$ cat config.mk
export PLATFORM = sky130hd
export DESIGN_NAME = psrs_mul
export DESIGN_NICKNAME = d
export VERILOG_FILES = /design/src/rtl/psrs_mul.sv
export SDC_FILE = /design/constraint.sdc
export NUM_CORES = 2
export LEC_CHECK = 0
export BUFFER_PORTS_ARGS = -buffer_cell sky130_fd_sc_hd__buf_2
export CORE_UTILIZATION = 45
export CTS_BUF_LIST = sky130_fd_sc_hd__clkbuf_8 sky130_fd_sc_hd__clkbuf_16
export DETAILED_ROUTE_END_ITERATION = 8
export PLACE_DENSITY_LB_ADDON = 0.1
export SLEW_MARGIN = 5
export SYNTH_ARGS = -nofsm -noshare
export SYNTH_HDL_FRONTEND = slang
export SYNTH_SLANG_ARGS = --single-unit
$ cat constraint.sdc
create_clock -name i_clk -period 11.73 [get_ports i_clk]
set_input_delay 1.173 -clock i_clk [delete_from_list [all_inputs] [get_ports i_clk]]
set_output_delay 1.173 -clock i_clk [all_outputs]
set_load 0.005 [all_outputs]
$ cat src/rtl/psrs_mul.sv
// ----------------------------------------------------------------------------
// psrs_mul
// Shared 64 x 64 -> 128 unsigned multiplier built from one 32 x 32 multiplier
// that is used four times; the partial products are accumulated one a cycle.
// ----------------------------------------------------------------------------
`default_nettype none

module psrs_mul (
    input  wire logic         i_clk,
    input  wire logic         i_rst_n,
    input  wire logic         i_start,
    input  wire logic [63:0]  i_a,
    input  wire logic [63:0]  i_b,
    output logic              o_done,
    output logic [127:0]      o_prod
);

    logic [63:0]  r_a;
    logic [63:0]  r_b;
    logic [127:0] r_acc;
    logic [63:0]  r_pp;
    logic [1:0]   r_pp_sh;
    logic         r_pp_v;
    logic [2:0]   r_k;
    logic         r_busy;

    logic [31:0]  op_a;
    logic [31:0]  op_b;
    logic [1:0]   op_sh;
    logic [127:0] pp_shifted;

    always_comb begin
        case (r_k[1:0])
            2'd0: begin
                op_a = r_a[31:0];  op_b = r_b[31:0];  op_sh = 2'd0;
            end
            2'd1: begin
                op_a = r_a[31:0];  op_b = r_b[63:32]; op_sh = 2'd1;
            end
            2'd2: begin
                op_a = r_a[63:32]; op_b = r_b[31:0];  op_sh = 2'd1;
            end
            default: begin
                op_a = r_a[63:32]; op_b = r_b[63:32]; op_sh = 2'd2;
            end
        endcase
    end

    always_comb begin
        case (r_pp_sh)
            2'd0:    pp_shifted = {64'd0, r_pp};
            2'd1:    pp_shifted = {32'd0, r_pp, 32'd0};
            default: pp_shifted = {r_pp, 64'd0};
        endcase
    end

    assign o_done = r_busy && (r_k == 3'd4) && !r_pp_v;
    assign o_prod = r_acc;

    always_ff @(posedge i_clk) begin
        if (!i_rst_n) begin
            r_busy <= 1'b0;
            r_k    <= 3'd0;
            r_pp_v <= 1'b0;
        end else if (i_start) begin
            r_busy <= 1'b1;
            r_k    <= 3'd0;
            r_pp_v <= 1'b0;
            r_a    <= i_a;
            r_b    <= i_b;
            r_acc  <= 128'd0;
        end else if (r_busy) begin
            if (r_k != 3'd4) begin
                r_pp    <= 64'(op_a) * 64'(op_b);
                r_pp_sh <= op_sh;
                r_pp_v  <= 1'b1;
                r_k     <= r_k + 3'd1;
            end else begin
                r_pp_v <= 1'b0;
            end
            if (r_pp_v) begin
                r_acc <= r_acc + pp_shifted;
            end
            if (o_done) begin
                r_busy <= 1'b0;
            end
        end
    end

endmodule

`default_nettype wire

==> Word-level counts from Yosys, hierarchy flattened <==
Cells that the tools add are included.
{ "totals": {"ff_bits": 327, "word_cells": 43, "out_inout_bits": 129} }
{ "classes": {"mux": 10, "n_mul": 1, "n_eq_ne": 5, "reduce_logical": 15, "n_addsub": 2, "bitwise_logic": 2} }
{ "op_table": {"columns": ["cell", "n"], "rows": [
  ["128-bit 2-to-1 mux", 2],
  ["128-bit case mux with 2 select lines", 1],
  ["128-bit adder", 1],
  ["32-bit by 32-bit multiplier with 64-bit output", 1],
  ["32-bit 2-to-1 mux", 2],
  ["2-bit OR reduction", 4],
  ["2-bit by 1-bit equality test with 1-bit output, second input constant", 2],
  ["2-bit logical NOT", 2],
  ["1-bit 2-to-1 mux", 4],
  ["2-bit case mux with 2 select lines", 1],
  ["2-bit AND reduction", 2],
  ["4-bit AND reduction", 1],
  ["2-bit nonzero test", 2],
  ["3-bit by 1-bit adder with 3-bit output, second input constant", 1],
  ["3-bit equality test, second input constant", 1],
  ["3-bit != test, second input constant", 1],
  ["3-bit AND reduction", 1],
  ["2-bit equality test, second input constant", 1],
  ["1-bit logical AND", 2],
  ["1-bit NOT", 2],
  ["1-bit logical NOT", 1]
]} }

==> Logic depth before layout (Yosys ltp) <==
{ "logic_depth": {"depth_word": 6, "depth_mapped": 37} }

==> Worst setup path after synthesis <==
Ideal clock, no wire load.
{ "synth_path": {"kind": "register -> register", "from": "register r_k[0]", "to": "register r_pp[42], data pin", "path_stages_with_launch": 36, "synth_period_minus_slack_ps": 9252, "arrival_time_ps": 8991, "slack_ps": 2478, "required_time_ps": 11469, "path_cell_list": "dfxtp_1 inv_1 ha_1 clkbuf_1 nor2_1 clkbuf_1 mux2i_1 clkbuf_1 nor2_1 fa_1 fa_1 inv_1 fa_1 inv_1 fa_1 inv_1 fa_1 inv_1 fa_1 fa_1 inv_1 fa_1 inv_1 ha_1 and3_1 nand4_1 or3_1 o32ai_2 o211ai_1 a2111o_1 a21boi_1 o21ai_1 a21boi_1 o21ai_1 nand2b_1 xor2_1"} }
{ "synth_between": {"elab_chain_len": 4} }
{ "synth_rtl": {"columns": ["element", "line", "rtl"], "rows": [
  ["start, declared", "24", "logic [2:0] r_k;"],
  ["start signal, assigned", "77", "r_k <= r_k + 3'd1;"],
  ["2-bit by 1-bit equality test with 1-bit output (tied with other cells)", "33", "case (r_k[1:0])"],
  ["2-bit OR reduction (no source line)", null, null],
  ["32-bit 2-to-1 mux", "33", null],
  ["32-bit by 32-bit multiplier with 64-bit output *", "74", "r_pp <= 64'(op_a) * 64'(op_b);"],
  ["end signal, assigned", "74", null],
  ["end, declared", "21", "logic [63:0] r_pp;"]
]} }
Mark *: on every way between the ends. The rest lies on a longest branch, timed or not.
A chain may end at the register's enable or synchronous reset.

==> Worst setup path after layout <==
{ "layout_path": {"from": "register r_k[0]", "to": "register r_pp[61], data pin"} }
Same word-level chain as after synthesis.

==> results.md <==
Global route
• maximum number of pins on one net before global-route repair: 79
• total global routing overflow: 0
• total global routing track utilization: 0.312
• wire length of the first global-routing pass: 271 mm
• number of global-route vias before repair: 42200
• initial antenna violation count: 3

Setup path
• category of the worst setup path launch point: flop
• Crit. End Element: flop
• slowest cell on the critical path: mux2i_2
• Worst path most repeated cell: fa_1
• data required time of the critical path: 12.11 ns
• delay of the slowest cell on the worst path: 0.99 ns
• Worst Setup Path Type: reg2reg
• highest fanout seen on the critical path: 17
• worst endpoint data arrival time: 10.67 ns

Synthesis
• Synth Instances: 5693
• share of synthesized flip-flops with an asynchronous set or reset: 0
• Ys Warns: 0
• count of flip-flops with a built-in enable after synthesis: 322
• most common library cells after synthesis: inv_1, fa_1, nor2_1, nand2_1, ha_1
• Avg Synthesized Cell Area: 9.26 sq um
• synthesized area: 0.0527 sq mm
• biggest area contributors in the synthesized netlist: fa_1, edfxtp_1, ha_1, inv_1, nor2_1
• Synth area leader: fa_1
• number of library cell types mapped by synthesis: 88
• net count after synthesis: 7115
• most numerous cell in the Yosys netlist: inv_1
• Most used DFF post-synth: edfxtp_1
• part of the Yosys area used for sequential elements: 0.185
• register bit count reported by yosys: 327
• share of Yosys cell area claimed by the top area cell type: 0.340

Final layout
• flip-flop and latch area: 0.00977 sq mm
• share of final-layout standard cells stronger than drive strength 1: 0.0981
• Layout area overhead: 8.71%
• total number of nets in the final design: 7230
• total of fill cells in the finished design: 11200
• area of the multi-input gates: 0.0388 sq mm
• non-filler instance count after layout: 7366

Clock network
• Clk Tree Root Cell: clkbuf_16
• CTS tree: built
• Max H-tree Level: 2
• Post-CTS Hold Fix Bufs: 0
• CTS sink count: 327
• Max clock buf depth: 3
• total clock buffers created by CTS: 42
• Post-CTS Setup Inserts: 0
• clock slew at the register clock pins of the worst setup and hold paths: 0.06 ns
• count of instances resized after the clock tree is built: 0
• clock latency at the later pin of the worst-skew pair: 0.66 ns

Floorplan
• Core ar.: 0.116 sq mm
• Boundary Pins: 260
• initial standard-cell utilization of the core: 0.454
• vertical extent of the die: 344 um
• Die Width: 344 um
• DIE AREA: 0.119 sq mm
• cell row count: 125

STA
• unrepaired setup endpoints after global routing: no
• portion of the clock cycle consumed by the worst path in the final layout: 0.877
• headroom to the max-slew limit: 0.165
• worst slack on hold paths: 0.498 ns
• fin crit period: 10.28 ns
• final number of hold-violating endpoints: 0
• measured slew at the worst slew-check pin: 1.22 ns
• Final WS setup: 1.45 ns
• Setup-failing EPs final: 0
• Fmax: 0.0973 GHz
• Setup TNS: 0 ns
• Clock Skew: 0.0476 ns
• max-slew violation total from the final report: 0

Flow run
• Max Cap Violations: 0

Drt
• number of DRC markers in iteration 0: 3171
• Vias per Instance: 5.59
• count of vias placed by the detailed router: 41100
• DRC: 0
• total length of routed wires: 183 mm
• remaining antenna violation count: 0
• 1st-pass router iterations: 6
• Routed wire per std cell: 24.9 um

Hold path
• Hold Crit Class: reg2reg

Placed design
• number of instances in the placed design: 7288
• DPL Wire Length: 148 mm
• Port Buffer Count: 259
• Placement Setup Slack: 1.45 ns
• gp weighted congestion: 0.963

Status
• result of the run: finished clean

sequential cells by signal, indices dropped and copies added, names as in the netlist:
register and flops:
r_pp_v 1, r_busy 1, r_pp_sh 2, r_a 64, r_k 3, o_prod 128, r_pp 64, r_b 64
kinds of logic after synthesis:
| kind of cell | synth area share |
|---|---|
| AOI/OAI and AO/OA | 0.0908 |
| xor gates and xnor gates | 0.0306 |
| adders and majority gates | 0.434 |
| buffers and inverters | 0.0867 |
| DFF | 0.185 |
| muxes | 0.0317 |
| and+or+nand+nor | 0.141 |
area by class of cell:
type,count,area share
Timing Repair Buffer,337,0.0331
Clock buffer,45,0.0190
Antenna cell,2,0.0000873
Inverter,940,0.0615
Clock inverter,31,0.00659
Tap cell,1524,0.0333
Sequential cell,327,0.170
Multi-Input combinational cell,4160,0.676
cell usage in the layout (no fill, tap or decap), types with 30 or more instances in the layout:
master       n
nor2_1     819
clkbuf_16   42
fa_1       897
a22o_1      32
buf_4       78
a21oi_1    247
ha_1       394
nor3_1      35
nand2_1    682
xnor2_1    107
inv_1      946
mux2i_1     48
xor2_1      77
edfxtp_1   322
o21ai_0    117
and2_1      73
o21bai_1    42
mux2i_2     30
a21o_1      98
nand4_1     62
buf_2      258
mux2_2      64
critical path: cells and delay by family, from the launching register on:
family,cells,cell delay (ns)
adders and majority gates,10,4.69
AOI/OAI and AO/OA,9,2.24
muxes,1,0.99
and+or+nand+nor,4,0.87
buffers and inverters,6,0.69
DFF,1,0.36
xor gates and xnor gates,1,0.14
routing by layer:
layer,vias to the layer above,share of wire,GRT usage,wire length [um]
met5,-,0.00019,0,35
met4,6,0.045,0.122,8350
met3,318,0.097,0.0743,17700
met2,1978,0.43,0.478,79700
met1,20500,0.42,0.428,77700
li1,18300,-,-,-
per-stage QoR:
step	util	instance area, sq um
final	0.493	57300
after global routing	0.493	57300
after CTS	0.493	57300
after detailed placement	0.481	55900
after global placement	0.481	55900
after floorplan	-	52700
worst paths after layout:
kind	start	end	slack, ns	cells past startpoint
worst max register to register	r_k[0]$_SDFFE_PP0P_	r_pp[61]$_DFFE_PP_	1.45	31
worst min-delay path	r_pp_v$_SDFFE_PP0P_	r_pp_v$_SDFFE_PP0P_	0.50	2
worst max-delay path	r_k[0]$_SDFFE_PP0P_	r_pp[61]$_DFFE_PP_	1.45	31
worst min register to register	r_pp_v$_SDFFE_PP0P_	r_pp_v$_SDFFE_PP0P_	0.50	2
Power is not shown: default switching activity piles up to over one toggle a cycle in this logic, so the estimate is an artifact.
