[src/rtl/psrs_pkg.sv]
// ----------------------------------------------------------------------------
// psrs_pkg
// Types, constants and small helper functions shared by the paired-sample
// regression statistics block, its divider and its square root unit.
// ----------------------------------------------------------------------------
`default_nettype none

package psrs_pkg;

    // Width of one signed sample in the input transfer.
    localparam int SAMPLE_BITS = 16;

    // Fraction bit counts used by the divider.
    localparam logic [4:0] SH_INT = 5'd0;
    localparam logic [4:0] SH_Q16 = 5'd16;
    localparam logic [4:0] SH_Q30 = 5'd30;

    // Integer quotient bits that the divider always produces.
    localparam logic [7:0] DIV_BASE_STEPS = 8'd128;

    // Saturation limits, as magnitudes.
    localparam logic [63:0] LIM_MEAN  = 64'h0000_0000_8000_0000;
    localparam logic [63:0] LIM_CORR  = 64'h0000_0000_4000_0000;
    localparam logic [63:0] LIM_FIT   = 64'h0000_8000_0000_0000;
    localparam logic [63:0] MAX_UQ48  = 64'h0000_FFFF_FFFF_FFFF;

    // Start value of the square root's one-hot trial bit.
    localparam logic [63:0] SQRT_START_BIT = 64'h4000_0000_0000_0000;

    // Input action codes.
    localparam logic ACT_ADD   = 1'b0;
    localparam logic ACT_CLEAR = 1'b1;

    typedef struct packed {
        logic                          action;
        logic signed [SAMPLE_BITS-1:0] x_sample;
        logic signed [SAMPLE_BITS-1:0] y_sample;
    } t_in_item;

    typedef struct packed {
        logic        [15:0] sample_count;
        logic signed [31:0] mean_x;
        logic signed [31:0] mean_y;
        logic        [47:0] mean_sq_error;
        logic        [47:0] centered_sq_error;
        logic signed [31:0] correlation;
        logic signed [47:0] slope;
        logic signed [47:0] intercept;
        logic        [47:0] residual_variance;
        logic               fit_degenerate;
        logic               no_samples;
    } t_out_item;

    typedef enum logic [4:0] {
        S_IDLE,
        S_XX,
        S_YY,
        S_XY,
        S_CHK,
        S_NSXX,
        S_SXSX,
        S_NSYY,
        S_SYSY,
        S_NSXY,
        S_SXSY,
        S_NN,
        S_MX,
        S_MY,
        S_MSE,
        S_CSE,
        S_RTX,
        S_RTY,
        S_DEN,
        S_COR,
        S_VARX,
        S_RESD,
        S_SLOPE,
        S_P1,
        S_P2,
        S_ICPT,
        S_PQ1,
        S_PQ2,
        S_RES1,
        S_RES2,
        S_OUT
    } t_seq_state;

    // Magnitude of a two's-complement 64-bit value.
    function automatic logic [63:0] f_mag(input logic [63:0] v);
        return v[63] ? (64'd0 - v) : v;
    endfunction

    // Negative values become zero.
    function automatic logic [63:0] f_clamp0(input logic [63:0] v);
        return v[63] ? 64'd0 : v;
    endfunction

    // Unsigned saturation of a 128-bit quotient to a 64-bit limit.
    function automatic logic [63:0] f_usat(input logic [127:0] q, input logic [63:0] lim);
        return ((q[127:64] != 64'd0) || (q[63:0] > lim)) ? lim : q[63:0];
    endfunction

    // Signed saturation of a quotient of magnitudes to [-lim, lim-1].
    function automatic logic [63:0] f_ssat(input logic [127:0] q, input logic [63:0] lim,
                                           input logic neg);
        logic [63:0] m;
        m = f_usat(q, neg ? lim : (lim - 64'd1));
        return neg ? (64'd0 - m) : m;
    endfunction

endpackage

`default_nettype wire

[src/rtl/psrs_div.sv]
// ----------------------------------------------------------------------------
// psrs_div
// Shared restoring divider: floor(num * 2^sh / den) with a 128-bit numerator
// and 64-bit divisor, one quotient bit per cycle. A quotient that does not
// fit in 128 bits reads as all ones; a zero divisor gives zero.
// ----------------------------------------------------------------------------
`default_nettype none

module psrs_div (
    input  wire logic         i_clk,
    input  wire logic         i_rst_n,
    input  wire logic         i_start,
    input  wire logic [127:0] i_num,
    input  wire logic [4:0]   i_sh,
    input  wire logic [63:0]  i_den,
    output logic              o_done,
    output logic [127:0]      o_quo
);

    import psrs_pkg::*;

    logic [159:0] r_num;
    logic [63:0]  r_rem;
    logic [127:0] r_quo;
    logic [63:0]  r_den;
    logic [7:0]   r_cnt;
    logic         r_big;
    logic         r_zero;
    logic         r_busy;

    logic [64:0]  trial;
    logic         ge;
    logic [63:0]  rem_next;

    // The 64-bit remainder can carry out one bit before the compare.
    assign trial    = {r_rem, r_num[159]};
    assign ge       = trial[64] || (trial[63:0] >= r_den);
    assign rem_next = ge ? (trial[63:0] - r_den) : trial[63:0];

    assign o_done = r_busy && (r_cnt == 8'd0);
    assign o_quo  = r_zero ? 128'd0 : (r_big ? {128{1'b1}} : r_quo);

    always_ff @(posedge i_clk) begin
        if (!i_rst_n) begin
            r_busy <= 1'b0;
            r_cnt  <= 8'd0;
        end else if (i_start) begin
            r_busy <= 1'b1;
            r_num  <= {i_num, 32'd0};
            r_rem  <= 64'd0;
            r_quo  <= 128'd0;
            r_den  <= i_den;
            r_big  <= 1'b0;
            r_zero <= (i_den == 64'd0);
            r_cnt  <= DIV_BASE_STEPS + {3'd0, i_sh};
        end else if (r_busy) begin
            if (r_cnt != 8'd0) begin
                r_num <= {r_num[158:0], 1'b0};
                r_rem <= rem_next;
                r_quo <= {r_quo[126:0], ge};
                // A set bit leaving the top means the quotient overflowed.
                r_big <= r_big | r_quo[127];
                r_cnt <= r_cnt - 8'd1;
            end else begin
                r_busy <= 1'b0;
            end
        end
    end

endmodule

`default_nettype wire

[config.mk]
export PLATFORM = sky130hd
export DESIGN_NAME = psrs_div
export DESIGN_NICKNAME = d
export VERILOG_FILES = /design/src/rtl/psrs_pkg.sv /design/src/rtl/psrs_div.sv
export SDC_FILE = /design/constraint.sdc
export NUM_CORES = 1
export LEC_CHECK = 0
export ABC_AREA = 1
export BUFFER_PORTS_ARGS = -buffer_cell sky130_fd_sc_hd__buf_2
export CAP_MARGIN = 10
export CELL_PAD_IN_SITES_DETAIL_PLACEMENT = 0
export CELL_PAD_IN_SITES_GLOBAL_PLACEMENT = 1
export CORE_MARGIN = 1.5
export CORE_UTILIZATION = 40
export CTS_CLUSTER_SIZE = 30
export DETAILED_ROUTE_END_ITERATION = 10
export HOLD_SLACK_MARGIN = 0.03
export PLACE_DENSITY = 0.77
export SYNTH_ARGS = -nofsm -noshare
export SYNTH_HDL_FRONTEND = slang
export SYNTH_SLANG_ARGS = --single-unit
[constraint.sdc]
create_clock -name i_clk -period 32.5 [get_ports i_clk]
set_clock_uncertainty 0.15 [all_clocks]
set_input_delay 1.625 -clock i_clk [delete_from_list [all_inputs] [get_ports i_clk]]
set_output_delay 1.625 -clock i_clk [all_outputs]
set_load 0.01 [all_outputs]
[After elaboration in Yosys (flattened, before gate mapping)]
Cells that the tools add are included.
Cells by class
  multiplexer cells: 18
  add/subtract/negate cells: 3
  reductions and logical operators: 10
  order comparisons: 1
  bitwise logic cells: 1
Operator list (count)
  128-bit two-way mux: 4
  160-bit two-way mux: 3
  64-bit two-way mux: 3
  64-bit greater-or-equal comparator: 1
  64-bit logical NOT: 1
  64-bit subtractor: 1
  8-bit two-way mux: 3
  8-bit by 5-bit adder with 8-bit output (first input constant): 1
  8-bit logical NOT: 1
  8-bit nonzero test: 1
  8-bit by 1-bit subtractor with 8-bit output (second input constant): 1
  1-bit two-way mux: 5
  2-bit AND reduction: 2
  2-bit nonzero test: 2
  3-bit AND reduction: 1
  1-bit logical AND: 1
  1-bit logical OR: 1
  1-bit bitwise OR: 1
Word-level totals
  input port bits: 200
  word-level logic and storage cells: 42
  flip-flop bits (word level): 427

[Logic depth before layout (Yosys ltp)]
  word-level depth: 5
  mapped depth: 19
  gate-level depth less buffers: 18

[Worst setup path before layout]
Ideal clock, no wire load.
  path type: input to register
  from: in i_start
  to: reg r_big, enable pin
  arrival: 15.625 ns
  buffers on the path: 1
  slack: 15.716 ns
  stages: 5
  cells stage by stage: clkbuf_1 -> clkinv_1 -> nand2_1 -> inv_1 -> nor2_1
Between the ends
  longest elaborated chain between the ends: 2
  elaborated cells on any way between the ends: 3
  classes of those cells: reduce/logical: 3
Ends and longest elaborated chain
  from (decl): RTL line psrs_div.sv:12  | input wire logic i_start,
  2-bit nonzero test (no line)
  3-bit AND reduction (no line) (*)
  to (signal assigned): RTL line psrs_div.sv:62  | r_big <= r_big | r_quo[127];
  to (decl): RTL line psrs_div.sv:27  | logic r_big;
Every way passes the cells marked *; elsewhere a longest branch is shown, timed or not.
A chain may end at the register's enable or synchronous reset.

[Worst setup path in the final report]
  from: in i_start
  to: reg r_rem[31], enable pin
Between the ends
  longest elaborated chain between the ends: 2
  elaborated cells on any way between the ends: 3
  classes of those cells: reduce/logical: 3
Ends and longest elaborated chain
  2-bit nonzero test (no line)
  3-bit AND reduction (no line) (*)
  to (signal assigned): RTL line psrs_div.sv:59  | r_rem <= rem_next;
  to (decl): RTL line psrs_div.sv:23  | logic [63:0] r_rem;
Marks and branches as above.

==> metrics <==
status=complete, no violations; Mapped Avg Cell Area=7.696 um2; CP max FO=between 90 and 100; hpwl dp=50.10 mm; Slew @ Worst Pin=~1.1 ns; vias=19300; sequential area share after synthesis=0.5134; peak supply drop=roughly 0.037 mV; drt total wl=about 66 mm; worst reg2reg path depth=12; normalized max-slew margin=0.2488; First-pass DRT Iterations=7; Place WS=roughly 26 ns; Max Buffers Root-to-Sink=3; mapped cell area=roughly 0.023 mm2; Hold Violations, Final=0; Pint=0.0009760 W; leak pwr=13.59 nW; FILL cells=slightly below 6000; wire per inst=16.26 um; DR top layer=met5; Power Density=~53 mW/mm2; FMAX=171.0 MHz; top-area cell type share of the netlist area=0.5056; CTS tree=yes; final worst path period share=0.1800; Die Wd=242.4 um; final setup margin=26.65 ns; Layout Cells excl Fill=a little over 4000; Worst-Skew Late Latency=0.59 ns; Core Box Area=0.05650 mm2; Startpoint Class=input pin; fraction of registers with async set/reset=0; HP Class=reg2reg; ranking of synthesized cells by area=edfxtp_1, nand2_1, inv_1, nor2_1, a21oi_1; CTS Hold Buffers Added=0; commonest non-fill, non-tap cell in the layout=nand2_1; Final Max Slew Viols=0; ratio of cells with drive above 1 in the final layout=0.1334; vias in the first global route=approximately 19000; DRT antenna net count=0; Die H=242.4 um; row count=87; EDFF count, synth=386; grt total ovfl=0; Clk pwr share=0.333; Synth Flop Type=edfxtp_1; Setup TNS=0 ns; Worst Setup End Kind=register; CP Class=in2reg; Num CTS Buffers=between 40 and 50; initial DRC count=1257; Area Growth Syn to Fin=15.97%; Worst Path Arrival=5.89 ns; Met1 Routed Length=29.91 mm; initial antenna violation count=21; clock slew at reported path FFs=0.06 ns; Max-Cap Viols=0; Port Buffer Count=between 300 and 400; CTS HTree Levels=2; Top-Level Pins=329; Via-to-Cell Ratio=about 4.7; Logic pwr share=0.227; Final setup viols=0; Reg power frac=0.440; critical path required time=32.54 ns; GRT Util Overall=0.2236; PostCTS Resize Cnt=0; Yosys reg bits=395; first-pass GRT wire length=103.9 mm; postcts setup bufs=0; GPL Wtd Cong=0.9373; crit path time final=between 5 and 6 ns; Mapped Cells=2979; full die area=0.05876 mm2; most frequent cells in the layout=nand2_1, inv_1, edfxtp_1; Clock Root Buffer=clkbuf_16; metal3 WL=3.657 mm; cell taking the most area after synthesis=edfxtp_1; Starting Density=0.4058; DRC=0; metal2 WL=between 30 and 40 mm; sw frac=0.3131; WHS=0.3300 ns; RSZ-0062 raised after global routing=false; hold depth=2; synth warn=0; Final Net Count=3539; P_sw=about 0.00044 W; Syn Nets=3245; largest net degree at the start of global routing=108; Placed Cells=3983; CTS sink count=395; Netlist cell types=42
power groups by stage:
| stage | Sequential [W] | Combinational, W | Clock, W |
|---|---|---|---|
| floorplan | 0.000644 | 0.000225 | 0 |
| global placement | 0.000634 | 0.000321 | 0 |
| detailed placement | 0.000635 | 0.000324 | 0 |
| CTS | 0.000625 | 0.000325 | 0.000485 |
| global route | 0.000629 | 0.000367 | 0.000504 |
| finish | 0.000625 | 0.000323 | 0.000473 |
final cells by class:
type | instances | area [um2] | share of cell area
Antenna cell | 10 | 25.02 | 0.0009412
Multi-Input combinational cell | 1929 | 8647 | 0.3252
Clock buffer | 60 | 1181 | 0.04442
Sequential cell | 395 | 11770 | 0.4427
Tap cell | 756 | 945.9 | 0.03558
Inverter | 564 | 2127 | 0.08000
Clock inverter | 18 | 160.2 | 0.006024
Timing Repair Buffer | 339 | 1730 | 0.06508
Yosys cell counts (2+ instances only):
cell / n
buf_1: 5
a21oi_1: 178
ha_1: 65
nand3b_1: 8
nand4_1: 25
nor4_1: 21
nand2_2: 7
and2_1: 2
dfxtp_1: 9
clkinv_1: 2
buf_2: 2
o211ai_1: 2
nor3_2: 2
inv_2: 16
o21ai_0: 31
xor2_1: 31
nand2_1: 1100
inv_1: 545
nand3_2: 2
o21ai_1: 9
buf_4: 8
nand2_4: 2
nor2_2: 8
buf_6: 3
nor2_1: 349
clkbuf_1: 73
nand3_1: 63
edfxtp_1: 386
nor3_1: 12
logic make-up (layout without fill, tap and decap cells):
family | Yosys count | count (layout) | synth area share
AND/OR/NAND/NOR | 1604 | 1604 | 0.2778
buffers and inverters | 655 | 981 | 0.1097
flip-flops | 395 | 395 | 0.5134
AO/OA/AOI/OAI | 227 | 227 | 0.05048
adder cells (fa/ha/maj) | 66 | 66 | 0.03635
XOR/XNOR | 32 | 32 | 0.01222
other | 0 | 10 | 0
layer usage:
metal  GRT usage  vias up
met3     0.04686      108
met4     0.06507       24
li1            -     9840
met2      0.3700      432
met5           0        -
met1      0.2949     8893
registers in the layout, indices dropped and copies added, names as in the netlist:
signal	cells
r_num	128
r_quo	128
r_den	64
r_rem	64
r_cnt	8
r_big	1
r_busy	1
r_zero	1
critical path, cell delays in order:
cell and delay, ns:
buf_6 0.44, inv_6 0.37, nand2_1 0.30, inv_1 0.13, nor2_4 0.09, buf_4 0.74
buf_4 0.88, buf_4 0.96
metrics by stage:
| step | power [W] | util | instance area [um2] |
|---|---|---|---|
| finish | 0.001421 | 0.4706 | 26590 |
| global route | 0.001500 | 0.4704 | 26580 |
| CTS | 0.001436 | 0.4702 | 26560 |
| detailed placement | 0.0009590 | 0.4464 | 25220 |
| global placement | 0.0009559 | 0.4464 | 25220 |
| floorplan | 0.0008695 | - | 22930 |
final timing paths:
kind                            startpoint         to  slack, ns
worst min-delay path              r_cnt[7]   r_cnt[7]       0.33
worst min register to register    r_cnt[7]   r_cnt[7]       0.33
worst max-delay path               i_start  r_rem[31]      26.65
worst max register to register    r_cnt[0]  r_rem[31]      27.72
(Power assumes the default switching activity.)
