File: config.mk
export PLATFORM = sky130hd
export DESIGN_NAME = psrs_sqrt
export DESIGN_NICKNAME = d
export VERILOG_FILES = /design/src/rtl/psrs_pkg.sv /design/src/rtl/psrs_sqrt.sv
export SDC_FILE = /design/constraint.sdc
export NUM_CORES = 1
export LEC_CHECK = 0
export ABC_CLOCK_PERIOD_IN_PS = 9700
export BUFFER_PORTS_ARGS = -buffer_cell sky130_fd_sc_hd__buf_2
export CORE_AREA = 3 3 202 224
export DETAILED_ROUTE_END_ITERATION = 7
export DIE_AREA = 0 0 205 227
export PLACE_DENSITY = 0.56
export SYNTH_ARGS = -nofsm -noshare
export SYNTH_HDL_FRONTEND = slang
export SYNTH_SLANG_ARGS = --single-unit
File: constraint.sdc
create_clock -name i_clk -period 9.7 [get_ports i_clk]
set_input_delay 0.485 -clock i_clk [delete_from_list [all_inputs] [get_ports i_clk]]
set_output_delay 0.485 -clock i_clk [all_outputs]
set_load 0.01 [all_outputs]
File: src/rtl/psrs_pkg.sv
// ----------------------------------------------------------------------------
// psrs_pkg
// Types, constants and small helper functions shared by the paired-sample
// regression statistics block, its divider and its square root unit.
// ----------------------------------------------------------------------------
`default_nettype none

package psrs_pkg;

    // Width of one signed sample in the input transfer.
    localparam int SAMPLE_BITS = 16;

    // Fraction bit counts used by the divider.
    localparam logic [4:0] SH_INT = 5'd0;
    localparam logic [4:0] SH_Q16 = 5'd16;
    localparam logic [4:0] SH_Q30 = 5'd30;

    // Integer quotient bits that the divider always produces.
    localparam logic [7:0] DIV_BASE_STEPS = 8'd128;

    // Saturation limits, as magnitudes.
    localparam logic [63:0] LIM_MEAN  = 64'h0000_0000_8000_0000;
    localparam logic [63:0] LIM_CORR  = 64'h0000_0000_4000_0000;
    localparam logic [63:0] LIM_FIT   = 64'h0000_8000_0000_0000;
    localparam logic [63:0] MAX_UQ48  = 64'h0000_FFFF_FFFF_FFFF;

    // Start value of the square root's one-hot trial bit.
    localparam logic [63:0] SQRT_START_BIT = 64'h4000_0000_0000_0000;

    // Input action codes.
    localparam logic ACT_ADD   = 1'b0;
    localparam logic ACT_CLEAR = 1'b1;

    typedef struct packed {
        logic                          action;
        logic signed [SAMPLE_BITS-1:0] x_sample;
        logic signed [SAMPLE_BITS-1:0] y_sample;
    } t_in_item;

    typedef struct packed {
        logic        [15:0] sample_count;
        logic signed [31:0] mean_x;
        logic signed [31:0] mean_y;
        logic        [47:0] mean_sq_error;
        logic        [47:0] centered_sq_error;
        logic signed [31:0] correlation;
        logic signed [47:0] slope;
        logic signed [47:0] intercept;
        logic        [47:0] residual_variance;
        logic               fit_degenerate;
        logic               no_samples;
    } t_out_item;

    typedef enum logic [4:0] {
        S_IDLE,
        S_XX,
        S_YY,
        S_XY,
        S_CHK,
        S_NSXX,
        S_SXSX,
        S_NSYY,
        S_SYSY,
        S_NSXY,
        S_SXSY,
        S_NN,
        S_MX,
        S_MY,
        S_MSE,
        S_CSE,
        S_RTX,
        S_RTY,
        S_DEN,
        S_COR,
        S_VARX,
        S_RESD,
        S_SLOPE,
        S_P1,
        S_P2,
        S_ICPT,
        S_PQ1,
        S_PQ2,
        S_RES1,
        S_RES2,
        S_OUT
    } t_seq_state;

    // Magnitude of a two's-complement 64-bit value.
    function automatic logic [63:0] f_mag(input logic [63:0] v);
        return v[63] ? (64'd0 - v) : v;
    endfunction

    // Negative values become zero.
    function automatic logic [63:0] f_clamp0(input logic [63:0] v);
        return v[63] ? 64'd0 : v;
    endfunction

    // Unsigned saturation of a 128-bit quotient to a 64-bit limit.
    function automatic logic [63:0] f_usat(input logic [127:0] q, input logic [63:0] lim);
        return ((q[127:64] != 64'd0) || (q[63:0] > lim)) ? lim : q[63:0];
    endfunction

    // Signed saturation of a quotient of magnitudes to [-lim, lim-1].
    function automatic logic [63:0] f_ssat(input logic [127:0] q, input logic [63:0] lim,
                                           input logic neg);
        logic [63:0] m;
        m = f_usat(q, neg ? lim : (lim - 64'd1));
        return neg ? (64'd0 - m) : m;
    endfunction

endpackage

`default_nettype wire

File: src/rtl/psrs_sqrt.sv
// ----------------------------------------------------------------------------
// psrs_sqrt
// Floor square root of a 64-bit value, two radicand bits per cycle.
// ----------------------------------------------------------------------------
`default_nettype none

module psrs_sqrt (
    input  wire logic        i_clk,
    input  wire logic        i_rst_n,
    input  wire logic        i_start,
    input  wire logic [63:0] i_val,
    output logic             o_done,
    output logic [31:0]      o_root
);

    import psrs_pkg::*;

    logic [63:0] r_v;
    logic [63:0] r_res;
    logic [63:0] r_b;
    logic        r_busy;

    logic [63:0] trial;
    logic        ge;

    assign trial  = r_res + r_b;
    assign ge     = (r_v >= trial);
    assign o_done = r_busy && (r_b == 64'd0);
    assign o_root = r_res[31:0];

    always_ff @(posedge i_clk) begin
        if (!i_rst_n) begin
            r_busy <= 1'b0;
            r_b    <= 64'd0;
        end else if (i_start) begin
            r_busy <= 1'b1;
            r_v    <= i_val;
            r_res  <= 64'd0;
            r_b    <= SQRT_START_BIT;
        end else if (r_busy) begin
            if (r_b != 64'd0) begin
                if (ge) begin
                    r_v   <= r_v - trial;
                    r_res <= (r_res >> 1) + r_b;
                end else begin
                    r_res <= r_res >> 1;
                end
                r_b <= r_b >> 2;
            end else begin
                r_busy <= 1'b0;
            end
        end
    end

endmodule

`default_nettype wire

# After elaboration in Yosys (flattened, before gate mapping)
# Cells that the tools add are included.
dict set report word_totals {
  wordCells 34
  reg_bits 161
  output_inout_bits 33
  in_bits 67
}
dict set report op_classes {
  mux 13
  n_addsub 3
  order_cmp 1
  n_bitwise 1
  n_reduce_logical 11
}
# op n
set op_table {}
lappend op_table {{64-bit two-way mux} 7}
lappend op_table {{63-bit two-way mux} 3}
lappend op_table {{63-bit by 63-bit adder with 64-bit output} 1}
lappend op_table {{64-bit by 63-bit adder with 64-bit output} 1}
lappend op_table {{64-bit greater-or-equal comparator} 1}
lappend op_table {{64-bit logical NOT} 1}
lappend op_table {{64-bit nonzero test} 1}
lappend op_table {{64-bit subtractor} 1}
lappend op_table {{2-bit nonzero test} 3}
lappend op_table {{2-bit AND reduction} 2}
lappend op_table {{4-bit AND reduction} 1}
lappend op_table {{1-bit two-way mux} 3}
lappend op_table {{3-bit AND reduction} 1}
lappend op_table {{2-bit OR reduction} 1}
lappend op_table {{1-bit logical AND} 1}
lappend op_table {{1-bit inverter} 1}

# Longest topological paths before layout
dict set report depth {
  depth_word 6
  depth_mapped 25
}

# Worst setup path after synthesis
# OpenSTA, ideal clock, no wires.
dict set report synth_timing {
  path_type {register -> register}
  start {register r_res[20]}
  end {register r_v[0] (enable)}
  setup_slack_ps 2699
  synth_period_minus_slack_ps 7001
  t_arrival_ps 6572
  t_required_ps 9271
  stages_incl_launch_ff 24
  path_buffers 2
  cell_sequence {edfxtp_1 -> ha_1 -> a31oi_1 -> o21bai_1 -> a31oi_1 -> o21ai_0 -> o41ai_2 -> o31ai_1 -> a41o_1 -> or2_2 -> a31oi_1 -> xor2_1 -> ha_1 -> clkbuf_1 -> nand4_1 -> nor4_1 -> nand4_1 -> o21a_1 -> o2111ai_1 -> a2111oi_1 -> o31a_1 -> clkbuf_1 -> o21ai_0 -> and2_1}
}
dict set report synth_between {
  elab_chain_len 4
}
# element line_no
set synth_rtl {}
lappend synth_rtl {{start, declared} psrs_sqrt.sv:19} ;# logic [63:0] r_res;
lappend synth_rtl {{start signal, assigned} psrs_sqrt.sv:44} ;# r_res <= (r_res >> 1) + r_b;
lappend synth_rtl {{start signal, assigned} psrs_sqrt.sv:46} ;# r_res <= r_res >> 1;
lappend synth_rtl {{64-bit by 63-bit adder with 64-bit output} psrs_sqrt.sv:26} ;# assign trial = r_res + r_b;
lappend synth_rtl {{64-bit greater-or-equal comparator} psrs_sqrt.sv:27} ;# assign ge = (r_v >= trial);
lappend synth_rtl {{2-bit nonzero test (no source line)} --}
lappend synth_rtl {{4-bit AND reduction (no source line)} --}
lappend synth_rtl {{end signal, assigned} psrs_sqrt.sv:37} ;# r_v <= i_val;
lappend synth_rtl {{end signal, assigned} psrs_sqrt.sv:43} ;# r_v <= r_v - trial;
lappend synth_rtl {{end, declared} psrs_sqrt.sv:18} ;# logic [63:0] r_v;
# Every way passes these cells.
# A chain may end at the register's enable or synchronous reset.

# Worst setup path after layout
dict set report layout_timing {
  start {register r_res[2]}
  end {register r_v[54] (enable)}
}
# Same word-level chain as after synthesis.

==> flow_summary.json <==
{
  "crit_chain": "ha_1 -> a31oi_1 -> o21bai_1 -> a21oi_1 -> o32ai_1 -> o41ai_2 -> o31ai_1 -> a41o_1 -> o41ai_2 -> o21bai_1 -> xnor2_1 -> ha_1 -> a21oi_1 -> o21bai_1 -> a21oi_1 -> o2111ai_1 -> a2111oi_1 -> o31a_1 -> buf_4 -> o21ai_0 -> and2_2 -> buf_4",
  "avgSynthCellArea_um2": 8.313,
  "power.density_nw_per_um2": 129.3,
  "rsz0062_at_grt": "no",
  "top_layer": "met4",
  "layout-drive-gt1-share_pct": 9.747,
  "clk_pin_slew_ps": 70,
  "vias": 13700,
  "drtAntennaViolNets": 0,
  "rows": 80,
  "r2r_end": "r_v[54]$_DFFE_PP_",
  "firstDrtPassIters": 5,
  "ys.flop_type": "edfxtp_1",
  "dieArea_um2": 46540,
  "cts_max_level": 4,
  "dp.final_hpwl_mm": 35.58,
  "cp-end-kind": "register",
  "drt_iter0_drc": 1066,
  "fillers": 4455,
  "layout-area-overhead-vs-synth_pct": 9.064,
  "synth_common_cells": "nand2_1 (232), nor2_1 (169), o21ai_0 (146)",
  "grt_pass1_vias": 13090,
  "fin_crit_ps": 7365,
  "startpoint_type": "register",
  "die_w_um": 205,
  "reg2reg_depth": 22,
  "fp.dieH_um": 227,
  "fin_crit_sh_pct": 75.93,
  "grt_start_max_net_pins": 86,
  "yosysMostFrequentCell": "nand2_1",
  "clk_latency_ps": 460,
  "overflow": 0,
  "track_usage_pct": 19.71,
  "numCtsBuffers": 17,
  "setup_viol": 0,
  "fin_worst_skew_ps": 12.96,
  "yosys_warnings": 0,
  "met2_length_mm": 20.73,
  "postCtsSetupRepairBufs": 0,
  "routed_via_density": 5.636,
  "antenna_found_initial": 0,
  "status": "finished clean",
  "cts_tree": "built",
  "final_util_pct": 38.06,
  "fp.coreArea_um2": 43240,
  "r2r_slack_ps": 2340,
  "cts_buffer_depth": 2,
  "clock.fmax_mhz": 135.8,
  "cts_hold_buf": 0,
  "ctsResizeCount": 0,
  "num-nets-final": 2042,
  "met3_length_mm": 2.506,
  "wl_mm": 46.38,
  "grt_pass1_wl_mm": 72.74,
  "drt-met1-wl_mm": 21.98,
  "p_leak_nw": 6.398,
  "crit_fanout": 64,
  "r2r-start": "r_res[2]$_SDFFCE_PP0P_",
  "ys_ff_latch": 161,
  "cpPeakStageDelay_ps": 710,
  "synth.distinct_cells": 76,
  "netlist.area_leader.share_pct": 25.47,
  "portBuffers": 99,
  "hold_viol_final": 0,
  "cts-root-buf": "clkbuf_16",
  "synth-seq-area-share_pct": 29.85,
  "cts.sinks": 161,
  "worstMarginPinSlew_ps": 1140,
  "setup_tns_ps": 0,
  "cap_viol_max_count": 0,
  "drt-wirelength-per-cell_um": 19.08,
  "ys_top_cells_by_area": "edfxtp_1 (25%), ha_1 (11%), nand2_1 (5.8%)",
  "initial_utilization_pct": 34.89,
  "synthesis.instances": 1815,
  "hold_start": "i_val[25]",
  "peakVddDrop_v": 0.0001175,
  "synthArstFlopShare_pct": 0,
  "syn_area_um2": 15090,
  "worst_hold_path.num_cells": 3,
  "crit_type": "reg -> reg",
  "worstPathArrival_ps": 7460,
  "num_io_pins": 100,
  "route.detailed.drc": 0,
  "slew_headroom_pct": 23.83,
  "crit_slowest_cell": "a2111oi_1",
  "slew_violations": 0,
  "syn_nets": 2013,
  "synth_edf_count": 128,
  "synth_largest_area_cell": "edfxtp_1",
  "place_congestion": 0.9025,
  "antenna_cells": 0,
  "hp-class": "in -> reg",
  "critPathRequiredTime_ps": 9790,
  "hold_end": "r_v[25]$_DFFE_PP_"
}
==> routing by layer <==
layer | up-vias | GRT usage (%)
li1 | 6800 | -
met1 | 6447 | 28.11
met2 | 398 | 31.09
met3 | 56 | 2.560
met4 | 0 | 6.240
met5 | - | 0
==> power breakdown <==
group / leakage, nW / switching [mW] / total, mW / internal [mW]
logic: 4.62 / 0.372 / 0.600 / 0.228
clock network: 0.284 / 0.318 / 0.671 / 0.353
registers: 1.49 / 0.0507 / 0.857 / 0.806
total: 6.40 / 0.740 / 2.13 / 1.39
==> cell type report <==
| cell class | instances | area, µm² | share of cell area [%] |
|---|---|---|---|
| Multi-Input combinational cell | 1530 | 10010 | 60.84 |
| Sequential cell | 161 | 4504 | 27.37 |
| Tap cell | 574 | 718.2 | 4.364 |
| Timing Repair Buffer | 107 | 558.0 | 3.391 |
| Clock buffer | 20 | 466.7 | 2.836 |
| Inverter | 27 | 101.3 | 0.6159 |
| Clock inverter | 12 | 95.09 | 0.5779 |
==> how the worst max path moves through the flow <==
stage                              to  cells past startpoint  slack [ps]               startpoint
floorplan            r_v[0]$_DFFE_PP_                     23        2700  r_res[20]$_SDFFCE_PP0P_
global placement    r_v[10]$_DFFE_PP_                     22        2550   r_res[2]$_SDFFCE_PP0P_
detailed placement  r_v[10]$_DFFE_PP_                     22        2350   r_res[2]$_SDFFCE_PP0P_
CTS                 r_v[16]$_DFFE_PP_                     22        2320   r_res[2]$_SDFFCE_PP0P_
global route        r_v[54]$_DFFE_PP_                     22        1780  r_res[20]$_SDFFCE_PP0P_
finish              r_v[54]$_DFFE_PP_                     22        2340   r_res[2]$_SDFFCE_PP0P_
==> worst max-delay path: cells and delay by family, from the launching register on <==
family / cells / cell delay [ps]
xor gates and xnor gates: 1 / 230
adders and majority gates: 2 / 740
AOI/OAI and AO/OA: 16 / 4470
DFF: 1 / 460
buffers and inverters: 2 / 790
and+or+nand+nor: 1 / 210
==> placed cells by master, fill, tap and decap left out, types with 4 or more instances in the layout <==
cell type / instances
a211o_1: 6
a211oi_1: 27
a21boi_0: 7
a21o_1: 43
a21o_2: 4
a21oi_1: 134
a31o_2: 16
a31oi_1: 66
and2_1: 12
and3_1: 21
and4_1: 6
buf_2: 98
buf_4: 9
clkbuf_16: 17
dfxtp_1: 33
edfxtp_1: 128
ha_1: 130
inv_1: 27
inv_6: 4
mux2i_1: 35
nand2_1: 232
nand2b_1: 13
nand3_1: 33
nand4_1: 47
nor2_1: 169
nor2b_1: 20
nor3_1: 26
nor4_1: 17
o211ai_1: 7
o21a_1: 8
o21ai_0: 146
o21bai_1: 37
o22ai_1: 5
o31ai_1: 8
or3_1: 15
xnor2_1: 77
xor2_1: 91
==> logic make-up (layout without fill, tap and decap cells) <==
| family | Yosys count | in the layout | share of synthesized area [%] |
|---|---|---|---|
| fa+ha+maj | 131 | 131 | 10.91 |
| xor+xnor | 168 | 168 | 9.752 |
| mux | 38 | 38 | 2.546 |
| buf+inv | 124 | 166 | 4.005 |
| flops | 161 | 161 | 29.85 |
| compound gates | 565 | 565 | 23.79 |
| simple gates | 628 | 628 | 19.14 |
==> sequential cells by signal (all words and copies together) (netlist names) <==
register and count:
r_res 64, r_v 64, r_busy 1, r_b 32
==> metrics by stage <==
step	worst slack (ps)	std cells	power [mW]	hold WS (ps)	area [µm²]
after floorplan	2699	1815	1.306	518.5	15090
after global placement	2555	2399	1.461	560.5	15890
after detailed placement	2350	2399	1.465	572.1	15890
after CTS	2324	2431	2.145	284.6	16460
after global routing	1783	2431	2.250	315.0	16460
final	2335	2431	2.128	304.1	16460
Power figures use the tool's default switching activity.
